==> src/rtl/bprp_pkg.sv <==
// ----------------------------------------------------------------------------
// bprp_pkg: shared types and constants for the byte pattern replace block
// Item structs, window cell contents, cell control bundle, register indexes.
// ----------------------------------------------------------------------------
package bprp_pkg;

  localparam int DATA_W    = 8;
  localparam int PAT_W     = 64;
  localparam int LEN_W     = 4;
  localparam int CFG_IDX_W = 3;

  // configuration register indexes
  localparam logic [CFG_IDX_W-1:0] CFG_OLD_PATTERN = 3'd0;
  localparam logic [CFG_IDX_W-1:0] CFG_OLD_LENGTH  = 3'd1;
  localparam logic [CFG_IDX_W-1:0] CFG_NEW_PATTERN = 3'd2;
  localparam logic [CFG_IDX_W-1:0] CFG_NEW_LENGTH  = 3'd3;
  localparam logic [CFG_IDX_W-1:0] CFG_PAD_BYTE    = 3'd4;

  localparam logic [DATA_W-1:0] PAD_RESET = 8'h20;

  // window positions and lengths
  typedef logic [LEN_W-1:0] pos_t;

  typedef struct packed {
    logic [DATA_W-1:0] data_in;
    logic              in_last;
  } in_item_t;

  typedef struct packed {
    logic [DATA_W-1:0] data_out;
    logic              out_last;
    logic              match_start;
    logic              setup_error;
  } out_item_t;

  // contents of one window cell
  typedef struct packed {
    logic [DATA_W-1:0] data_byte;
    logic              locked;
    logic              start;
  } cell_t;

  // control broadcast from the top level to every cell
  typedef struct packed {
    logic              append;
    logic              shift;
    logic              hit;
    logic [DATA_W-1:0] new_byte;
    pos_t              fill;
    pos_t              base;
    pos_t              len;
    pos_t              new_len;
    logic [DATA_W-1:0] pad;
    logic [PAT_W-1:0]  old_pattern;
    logic [PAT_W-1:0]  new_pattern;
  } cell_ctrl_t;

  // byte idx of a packed pattern word, byte 0 in the low bits
  function automatic logic [DATA_W-1:0] pat_byte(input logic [PAT_W-1:0] word,
                                                 input logic [2:0] idx);
    return word[{idx, 3'b000} +: DATA_W];
  endfunction

endpackage

==> src/rtl/byte_pattern_replace_pad_core.sv <==
// ----------------------------------------------------------------------------
// byte_pattern_replace_pad_core: streaming fixed-length search and replace
// A byte leaves once len-1 later bytes have entered (len is old_length, or one
// for an invalid setup), then passes through the registered output buffer.
// Throughput is one byte per cycle while no drain is under way and the output
// buffer has room; a buffer's last byte drains the window via cell 0, stalling input.
// Reset is synchronous: window, counters and output buffer clear, registers
// return to their defaults (pad byte 0x20).
// ----------------------------------------------------------------------------
module byte_pattern_replace_pad_core
  import bprp_pkg::*;
#(
  parameter int PATTERN_MAX = 8
) (
  input  logic                 clk,
  input  logic                 rst,
  input  logic                 in_valid,
  output logic                 in_stall,
  input  in_item_t             in_data,
  output logic                 out_valid,
  input  logic                 out_stall,
  output out_item_t            out_data,
  input  logic                 cfg_valid,
  output logic                 cfg_ready,
  input  logic [CFG_IDX_W-1:0] cfg_index,
  input  logic [PAT_W-1:0]     cfg_data
);

  localparam int FILL_W = $clog2(PATTERN_MAX + 1);

  logic [PAT_W-1:0]  old_pattern;
  pos_t              old_length;
  logic [PAT_W-1:0]  new_pattern;
  pos_t              new_length;
  logic [DATA_W-1:0] pad_byte;

  logic [FILL_W-1:0] fill;
  logic [FILL_W-1:0] fill_next;
  logic [FILL_W-1:0] drain;
  logic [FILL_W-1:0] drain_next;
  logic              flush;
  logic              flush_next;

  logic       err;
  pos_t       len;
  pos_t       f1;
  pos_t       base;
  pos_t       emits;
  logic       full_win;
  logic       accept;
  logic       emit_now;
  logic       busy;
  logic       drain_emit;
  logic       emit;
  logic       buf_full;
  logic       hit;
  out_item_t  push_item;
  cell_ctrl_t ctrl;

  cell_t                  r  [PATTERN_MAX];
  cell_t                  up [PATTERN_MAX];
  logic [PATTERN_MAX-1:0] ok;

  // configuration write decode
  assign cfg_ready = 1'b1;

  always_ff @(posedge clk) begin
    if (rst) begin
      old_pattern <= '0;
      old_length  <= '0;
      new_pattern <= '0;
      new_length  <= '0;
      pad_byte    <= PAD_RESET;
    end else if (cfg_valid && cfg_ready) begin
      unique case (cfg_index)
        CFG_OLD_PATTERN: old_pattern <= cfg_data;
        CFG_OLD_LENGTH:  old_length  <= cfg_data[LEN_W-1:0];
        CFG_NEW_PATTERN: new_pattern <= cfg_data;
        CFG_NEW_LENGTH:  new_length  <= cfg_data[LEN_W-1:0];
        CFG_PAD_BYTE:    pad_byte    <= cfg_data[DATA_W-1:0];
        default: begin
        end
      endcase
    end
  end

  // setup check and window geometry for this transfer
  assign err = (old_length == '0) || (old_length > pos_t'(PATTERN_MAX)) ||
               (new_length > old_length);
  assign len      = err ? pos_t'(1) : old_length;
  assign f1       = pos_t'(fill) + pos_t'(1);
  assign full_win = (f1 >= len);
  assign base     = (f1 > len) ? (f1 - len) : '0;
  assign emits    = in_data.in_last ? f1 :
                    (full_win ? (f1 - len + pos_t'(1)) : '0);

  // handshake and emit control
  assign busy       = (drain != '0);
  assign in_stall   = busy || buf_full;
  assign accept     = in_valid && !in_stall;
  assign emit_now   = accept && (in_data.in_last || full_win);
  assign drain_emit = busy && !buf_full;
  assign emit       = emit_now || drain_emit;
  assign hit        = accept && !err && full_win && (&ok);

  // control broadcast to the cells
  always_comb begin
    ctrl.append      = accept;
    ctrl.shift       = emit;
    ctrl.hit         = hit;
    ctrl.new_byte    = in_data.data_in;
    ctrl.fill        = pos_t'(fill);
    ctrl.base        = base;
    ctrl.len         = len;
    ctrl.new_len     = new_length;
    ctrl.pad         = pad_byte;
    ctrl.old_pattern = old_pattern;
    ctrl.new_pattern = new_pattern;
  end

  // window cell chain, cell 0 holds the oldest byte
  for (genvar i = 0; i < PATTERN_MAX; i++) begin : g_cell
    if (i == PATTERN_MAX - 1) begin : g_top
      assign up[i] = '0;
    end else begin : g_mid
      assign up[i] = r[i+1];
    end
    bprp_cell #(
      .IDX (i)
    ) u_cell (
      .clk   (clk),
      .rst   (rst),
      .ctrl  (ctrl),
      .up    (up[i]),
      .entry (r[i]),
      .ok    (ok[i])
    );
  end

  // result taken from the window head
  always_comb begin
    push_item.data_out    = r[0].data_byte;
    push_item.match_start = r[0].start;
    push_item.setup_error = err;
    push_item.out_last    = emit_now ? (in_data.in_last && (emits == pos_t'(1)))
                                     : (flush && (drain == FILL_W'(1)));
  end

  // fill and drain counters
  always_comb begin
    fill_next  = fill;
    drain_next = drain;
    flush_next = flush;
    if (accept) begin
      fill_next = FILL_W'(f1 - (emit_now ? pos_t'(1) : pos_t'(0)));
      if (emit_now) begin
        drain_next = FILL_W'(emits - pos_t'(1));
        flush_next = in_data.in_last;
      end
    end else if (drain_emit) begin
      fill_next  = fill - FILL_W'(1);
      drain_next = drain - FILL_W'(1);
    end
  end

  always_ff @(posedge clk) begin
    if (rst) begin
      fill  <= '0;
      drain <= '0;
      flush <= 1'b0;
    end else begin
      fill  <= fill_next;
      drain <= drain_next;
      flush <= flush_next;
    end
  end

  bprp_out_buf u_out_buf (
    .clk       (clk),
    .rst       (rst),
    .push      (emit),
    .push_item (push_item),
    .full      (buf_full),
    .out_valid (out_valid),
    .out_stall (out_stall),
    .out_data  (out_data)
  );

`ifndef SYNTHESIS
  // window fill always stays below the cell count
  a_fill_bound: assert property (@(posedge clk) disable iff (rst)
    fill < FILL_W'(PATTERN_MAX))
    else $error("window fill reached the cell count");

  // pending drains never exceed the bytes held
  a_drain_fill: assert property (@(posedge clk) disable iff (rst)
    busy |-> (drain <= fill))
    else $error("drain count exceeds window fill");

  // the final byte of a buffer leaves an empty, idle window
  a_last_empty: assert property (@(posedge clk) disable iff (rst)
    (emit && push_item.out_last) |=> ((fill == '0) && !busy))
    else $error("window not empty after final byte");

  // no byte is pushed into a full output buffer
  a_no_overflow: assert property (@(posedge clk) disable iff (rst)
    emit |-> !buf_full)
    else $error("push into full output buffer");
`endif

endmodule

==> src/rtl/bprp_cell.sv <==
// ----------------------------------------------------------------------------
// bprp_cell: one position of the search window
// Holds a byte with its locked and start flags, compares it against its
// pattern byte, rewrites it on a match and shifts toward the window head.
// ----------------------------------------------------------------------------
module bprp_cell
  import bprp_pkg::*;
#(
  parameter int IDX = 0
) (
  input  logic       clk,
  input  logic       rst,
  input  cell_ctrl_t ctrl,
  input  cell_t      up,
  output cell_t      entry,
  output logic       ok
);

  cell_t held;
  cell_t appended;
  pos_t  my_pos;
  pos_t  k;
  logic  in_win;

  assign my_pos = pos_t'(IDX);

  // incoming byte lands at the current fill position
  always_comb begin
    if (ctrl.append && (ctrl.fill == my_pos)) begin
      appended.data_byte = ctrl.new_byte;
      appended.locked    = 1'b0;
      appended.start     = 1'b0;
    end else begin
      appended = held;
    end
  end

  // position inside the compare window
  assign k      = my_pos - ctrl.base;
  assign in_win = (my_pos >= ctrl.base) && (k < ctrl.len);

  assign ok = !in_win ||
              (!appended.locked &&
               (appended.data_byte == pat_byte(ctrl.old_pattern, k[2:0])));

  // rewrite with replacement or pad on a match
  always_comb begin
    if (ctrl.hit && in_win) begin
      entry.data_byte = (k < ctrl.new_len) ? pat_byte(ctrl.new_pattern, k[2:0])
                                           : ctrl.pad;
      entry.locked    = 1'b1;
      entry.start     = (k == '0);
    end else begin
      entry = appended;
    end
  end

  // shift toward the head on every emitted byte
  always_ff @(posedge clk) begin
    if (rst) begin
      held <= '0;
    end else if (ctrl.shift) begin
      held <= up;
    end else if (ctrl.append) begin
      held <= entry;
    end
  end

endmodule

==> src/rtl/bprp_out_buf.sv <==
// ----------------------------------------------------------------------------
// bprp_out_buf: two-entry output buffer
// Separates the window from the downstream stall so input keeps flowing
// while one result waits.
// ----------------------------------------------------------------------------
module bprp_out_buf
  import bprp_pkg::*;
(
  input  logic      clk,
  input  logic      rst,
  input  logic      push,
  input  out_item_t push_item,
  output logic      full,
  output logic      out_valid,
  input  logic      out_stall,
  output out_item_t out_data
);

  logic [1:0] cnt;
  logic [1:0] cnt_next;
  out_item_t  head;
  out_item_t  head_next;
  out_item_t  tail;
  out_item_t  tail_next;
  logic       pop;

  assign out_valid = (cnt != 2'd0);
  assign out_data  = head;
  assign full      = (cnt == 2'd2);
  assign pop       = out_valid && !out_stall;

  // entry bookkeeping
  always_comb begin
    cnt_next  = cnt;
    head_next = head;
    tail_next = tail;
    case ({push, pop})
      2'b10: begin
        if (cnt == 2'd0) begin
          head_next = push_item;
        end else begin
          tail_next = push_item;
        end
        cnt_next = cnt + 2'd1;
      end
      2'b01: begin
        head_next = tail;
        cnt_next  = cnt - 2'd1;
      end
      2'b11: begin
        head_next = (cnt == 2'd1) ? push_item : tail;
        tail_next = push_item;
      end
      default: begin
      end
    endcase
  end

  always_ff @(posedge clk) begin
    if (rst) begin
      cnt <= 2'd0;
    end else begin
      cnt <= cnt_next;
    end
  end

  always_ff @(posedge clk) begin
    head <= head_next;
    tail <= tail_next;
  end

endmodule
==> config.mk <==
export PLATFORM = sky130hd
export DESIGN_NAME = byte_pattern_replace_pad_core
export DESIGN_NICKNAME = d
export VERILOG_FILES = /design/src/rtl/bprp_pkg.sv /design/src/rtl/byte_pattern_replace_pad_core.sv /design/src/rtl/bprp_cell.sv /design/src/rtl/bprp_out_buf.sv
export SDC_FILE = /design/constraint.sdc
export NUM_CORES = 1
export LEC_CHECK = 0
export ABC_AREA = 1
export BUFFER_PORTS_ARGS = -buffer_cell sky130_fd_sc_hd__buf_2
export CORE_MARGIN = 8
export CORE_UTILIZATION = 35
export CTS_BUF_LIST = sky130_fd_sc_hd__clkbuf_2
export DETAILED_ROUTE_END_ITERATION = 8
export SLEW_MARGIN = 20
export SYNTH_ARGS = -nofsm -noshare
export SYNTH_HDL_FRONTEND = slang
export SYNTH_SLANG_ARGS = --single-unit
==> constraint.sdc <==
create_clock -name clk -period 4.8 [get_ports clk]
set_clock_uncertainty 0.05 [all_clocks]
set_input_delay 0.48 -clock clk [delete_from_list [all_inputs] [get_ports clk]]
set_output_delay 0.48 -clock clk [all_outputs]
set_load 0.02 [all_outputs]
==> results of run 1 <==
flip-flops by register name, summed over array words and instances (netlist names), 2 cells and up:
name / cells
old_length: 4
new_pattern: 64
old_pattern: 64
pad_byte: 8
new_length: 4
u_out_buf.tail: 11
u_out_buf.cnt: 2
g_cell.u_cell.held: 80
fill: 4
u_out_buf.out_data: 11
drain: 4
routing by layer:
layer	vias to the layer above	share of wire [%]	track usage, %	wire, um
li1	11960	-	-	-
met1	11670	38	35.83	38640
met5	-	0.024	0	24
met2	1394	41	44.39	41680
met3	409	11	8.599	11030
met4	4	9.7	24.47	9835
synthesized netlist by cell type, drive strengths merged, types with 20 or more instances:
master	number	area share, %
nand2	905	17
o21ai	387	9.7
nand3	345	9.3
inv	332	6.2
a21oi	248	6.2
dfxtp	235	23
nand4	146	4.6
nor2	142	2.8
buf	108	3.0
clkbuf	103	1.9
o211ai	72	2.7
ha	69	4.3
mux2i	32	1.6
edfxtp	22	3.3
nand3b	20	0.75
critical path: cells and delay by family, from the launching register on:
kind                       cells  cell delay, ns
AOI/OAI and AO/OA              5            0.43
adders and majority gates      3            0.74
buffers and inverters         10            1.23
DFF                            1            0.35
and+or+nand+nor               18            2.01
kinds of logic (layout without fill, tap and decap cells):
group	Yosys count	in the layout	synth area share (%)
AND/OR/NAND/NOR	1578	1586	35.20
AO/OA/AOI/OAI	744	744	20.02
buffers and inverters	544	1081	11.15
flip-flops	257	257	26.77
adder cells (fa/ha/maj)	70	70	4.408
multiplexers	32	32	1.598
XOR/XNOR	19	19	0.8304
other	1	4	0.01871
per-stage QoR:
step / TNS (ns) / util (%)
CTS: -3.685 / 47.46
detailed placement: -38.65 / 41.11
global placement: -29.73 / 41.11
global route: -25.13 / 49.60
floorplan: 0 / -
finish: -5.035 / 49.60
final timing paths:
check / from / endpoint / slack [ns] / cells past startpoint
setup / recovery: old_length[3] / g_cell[5].u_cell.held[6] / -0.18 / 36
hold / removal: rst / g_cell[3].u_cell.held[3] / 0.08 / 3
setup reg to reg: old_length[3] / g_cell[5].u_cell.held[6] / -0.18 / 36
hold reg to reg: new_pattern[24] / new_pattern[24] / 0.42 / 2
what timing repair did:
item	in CTS	in global routing
resized for setup	209	224
cloned	26	9
endpoints found under the hold margin	172	0
pin swaps	98	141
endpoints found under the setup margin	98	98
setup buffers	57	35
hold buffers	90	0
cell type report:
type	instances	area [sq um]
Fill cell	5660	28470
Timing Repair Buffer	615	5804
Clock buffer	111	555.5
Sequential cell	257	5374
Tap cell	756	945.9
Inverter	333	1272
Clock inverter	22	153.9
Multi-Input combinational cell	2452	13910
Antenna cell	3	7.507
==> run_results.csv, run 1 <==
group,metric,value,unit
status,status,"finished with violations",
status,failed_checks,"negative setup slack",
route,dr.pass1.iters,7,
setup_path,timing_worst_setup_path_type,"flip-flop to flip-flop",
final_layout,layout-drive-gt1-share,26.75,%
place,place_hpwl,72380,um
global_route,grt_max_degree,101,
route,via_per_inst,5.592,
sta,hold_ws,0.08484,ns
sta,rsz0062_at_grt,"yes",
sta,finalSetupViolCount,77,
synth,synth_seq_area_share,26.77,%
global_route,grt_pass1_vias,23770,
route,drt_iter0_drc,3171,
setup_path,worst_setup_path_start_kind,"flip-flop",
clocking,cts_root_buf,"clkbuf_2",
sta,tightest_slew,1.129,ns
synth,synth-async-reset-ratio,0,%
route,ant_nets,0,
setup_path,cp_max_fo,18,
setup_path,endpoint_kind,"flip-flop",
final_layout,final_cell_mix,"nand2_1 (745), o21ai_0 (352), buf_4 (341)",
place,placed_area,23220,sq um
synth,yosysWarningCount,0,
final_layout,area_growth,39.85,%
setup_path,cp_data_arrival_time,5.87,ns
sta,max_slew_margin,23.97,%
sta,fin_crit,4.976,ns
place,port_buffers,93,
final_layout,nets,3883,
floorplan,coreArea,56500,sq um
sta,finalMaxSlewViolations,0,
clocking,clk_latency,1.15,ns
place,placed_cells,4197,
floorplan,io_pins,95,
sta,fmax,201.0,MHz
floorplan,start_util,35.47,%
place,pre_cts_ws,-0.5459,ns
synth,syn_area,20040,sq um
route,num_vias,25440,
clocking,clkSinkCount,257,
clocking,numCtsBuffers,73,
floorplan,die_y,255.3,um
global_route,overflow,0,
synth,syn_inst,3245,
floorplan,core.rowCount,87,
sta,hold_viol_final,0,
sta,finalWorstSetupSlack,-0.1755,ns
clocking,cts_buffer_depth,3,
global_route,antenna_found_initial,4,
place,gp_congestion,1.049,
final_layout,final_cells,4549,
route,drt-total-wl,101200,um
flow_run,cap_violations,0,
final_layout,final_common_cell,"nand2_1",
synth,synth_ff_type,"dfxtp_1",
setup_path,path_common_cell,"nand2_2",
clocking,cts_tree,"built",
clocking,clk_pin_slew,0.10,ns
synth,synth_edf_count,22,
floorplan,die_width,255.3,um
floorplan,dieArea,65170,sq um
synth,synth_nets,3396,
sta,fin_crit_sh,103.7,%
final_layout,stdcell_area,28020,sq um
route,post-route-drc-count,0,
route,avgRoutedWirePerCell,22.25,um
worst_hold_path,hp-class,"input port to flip-flop",
synth,syn_avg_cell_area,6.175,sq um
setup_path,cp.required,5.69,ns
clocking,htreeDepth,3,
synth,yosys.cell_types.count,48,
global_route,grt_usage,29.97,%
synth,ys_ff_latch,257,
setup_path,cpPeakStageDelay,0.37,ns
setup_path,crit_slowest_cell,"fa_2",
global_route,grt_pass1_wl,146900,um
Power of run 1 is not shown: default switching activity piles up to over one toggle a cycle in this logic, so the estimate is an artifact.
==> run 2: changes to the inputs <==
--- a/config.mk
+++ b/config.mk
@@ -6,11 +6,11 @@
 export NUM_CORES = 1
 export LEC_CHECK = 0
 export ABC_AREA = 1
-export BUFFER_PORTS_ARGS = -buffer_cell sky130_fd_sc_hd__buf_2
 export CORE_MARGIN = 8
 export CORE_UTILIZATION = 35
 export CTS_BUF_LIST = sky130_fd_sc_hd__clkbuf_2
 export DETAILED_ROUTE_END_ITERATION = 8
+export DONT_BUFFER_PORTS = 1
 export SLEW_MARGIN = 20
 export SYNTH_ARGS = -nofsm -noshare
 export SYNTH_HDL_FRONTEND = slang
==> constraint.sdc (replaced) <==
create_clock -name clk -period 5.6 [get_ports clk]
set_clock_uncertainty 0.05 [all_clocks]
set_input_delay 0.56 -clock clk [delete_from_list [all_inputs] [get_ports clk]]
set_output_delay 0.56 -clock clk [all_outputs]
set_load 0.02 [all_outputs]
==> run_results.csv, run 2 (synthesis gave the netlist of run 1 again) <==
group,metric,value,unit
status,status,"complete, no violations",
global_route,overflow,0,
clocking,numCtsBuffers,76,
setup_path,path_buf_inv,9,
setup_path,crit_family,"simple AND/OR/NAND/NOR gates",
route,via_per_inst,5.600,
place,place_hpwl,71220,um
final_layout,top_regs,"g_cell.u_cell.held: 80 flops, new_pattern: 64 flops, old_pattern: 64 flops",
setup_path,endpoint_kind,"flip-flop",
sta,fin_crit_sh,95.87,%
floorplan,io_pins,95,
sta,max_slew_margin,23.02,%
route,drt_iter0_drc,3069,
route,dr.pass1.iters,9,
place,port_buffers,0,
floorplan,dieArea,65170,sq um
floorplan,coreArea,56500,sq um
setup_path,cpPeakStageDelay,0.34,ns
setup_path,timing_worst_setup_path_type,"flip-flop to flip-flop",
place,gp_congestion,1.038,
setup_path,path_common_cell,"nand2_1",
final_layout,multi_input_area,12760,sq um
clocking,cts_root_buf,"clkbuf_2",
route,drt-total-wl,95800,um
final_layout,layout-drive-gt1-share,12.82,%
setup_path,crit_slowest_cell,"dfxtp_2",
route,avgRoutedWirePerCell,22.51,um
clocking,clkSinkCount,257,
global_route,grt_max_degree,120,
floorplan,die_width,255.3,um
sta,fmax,186.3,MHz
final_layout,regMostFlops,"g_cell.u_cell.held",
final_layout,final_cell_mix,"nand2_1 (887), o21ai_0 (361), nand3_1 (321)",
clocking,htreeDepth,3,
sta,hold_viol_final,0,
route,ant_nets,0,
sta,finalMaxSlewViolations,0,
clocking,cts_tree,"built",
worst_hold_path,hp-class,"input port to flip-flop",
global_route,grt_usage,28.04,%
global_route,grt_pass1_wl,137000,um
global_route,grt_pass1_vias,21370,
sta,finalSetupViolCount,0,
global_route,antenna_found_initial,6,
final_layout,largest_reg_flops,80,
clocking,clk_pin_slew,0.10,ns
clocking,clk_latency,1.12,ns
flow_run,cap_violations,0,
setup_path,cp.required,6.43,ns
final_layout,nFillCells,5985,
setup_path,cp_max_fo,10,
setup_path,cp_data_arrival_time,6.20,ns
clocking,cts_buffer_depth,3,
sta,tightest_slew,1.143,ns
final_layout,area_growth,21.56,%
route,num_vias,23830,
sta,setup_tns,0,ns
setup_path,worst_setup_path_start_kind,"flip-flop",
sta,fin_crit,5.369,ns
floorplan,core.rowCount,87,
floorplan,die_y,255.3,um
final_layout,nets,3597,
route,post-route-drc-count,0,
final_layout,register_area,5366,sq um
final_layout,final_common_cell,"nand2_1",
floorplan,start_util,35.47,%
## run 2: path summary, 6_finish.rpt
path | slack (ns) | endpoint | from | cells after the start
worst max-delay path | 0.23 | g_cell[0].u_cell.held[8] | old_length[3] | 35
worst min-delay path | 0.15 | g_cell[5].u_cell.held[5] | in_data[4] | 6
worst max register to register | 0.23 | g_cell[0].u_cell.held[8] | old_length[3] | 35
worst min register to register | 0.42 | new_pattern[20] | new_pattern[20] | 2
## run 2: through the flow
stage / util, % / std cells / hold WS (ns) / instance area (sq um) / setup WS, ns
after floorplan: - / 3245 / 0.3910 / 20040 / 0.3482
after global placement: 38.77 / 3993 / 0.4039 / 21900 / -0.05053
after detailed placement: 38.77 / 3993 / 0.4067 / 21900 / -0.06199
after CTS: 41.67 / 4212 / 0.009620 / 23540 / 0.04857
after global routing: 43.11 / 4255 / 0.08424 / 24360 / -0.03715
final: 43.12 / 4256 / 0.1529 / 24360 / 0.2310
## run 2: cell type report
type | count | area share (%)
Multi-Input combinational cell | 2449 | 52.40
Sequential cell | 257 | 22.03
Timing Repair Buffer | 329 | 13.62
Inverter | 333 | 5.193
Tap cell | 756 | 3.883
Clock buffer | 101 | 2.075
Clock inverter | 26 | 0.7499
Antenna cell | 5 | 0.05136
## run 2: metal layers
metal | vias to the layer above | track usage, % | share of wire (%)
met5 | - | 0 | 0
met1 | 10890 | 35.63 | 41
met3 | 266 | 6.355 | 9.8
li1 | 11400 | - | -
met2 | 1282 | 41.49 | 42
met4 | 0 | 20.13 | 8.0
## run 2: timing repair
action	in CTS	in global routing
hold buffers	92	0
hold endpoints to repair	240	0
setup endpoints to repair	59	98
gates cloned	0	16
gates resized for setup	4	76
setup buffers	0	23
pin swaps	0	16
## run 2: worst min-delay path: cells and delay by family
family / cells / cell delay, ns
simple gates: 3 / 0.29
compound gates: 2 / 0.23
buf+inv: 1 / 0.13
Power of run 2 is left out for the same reason.
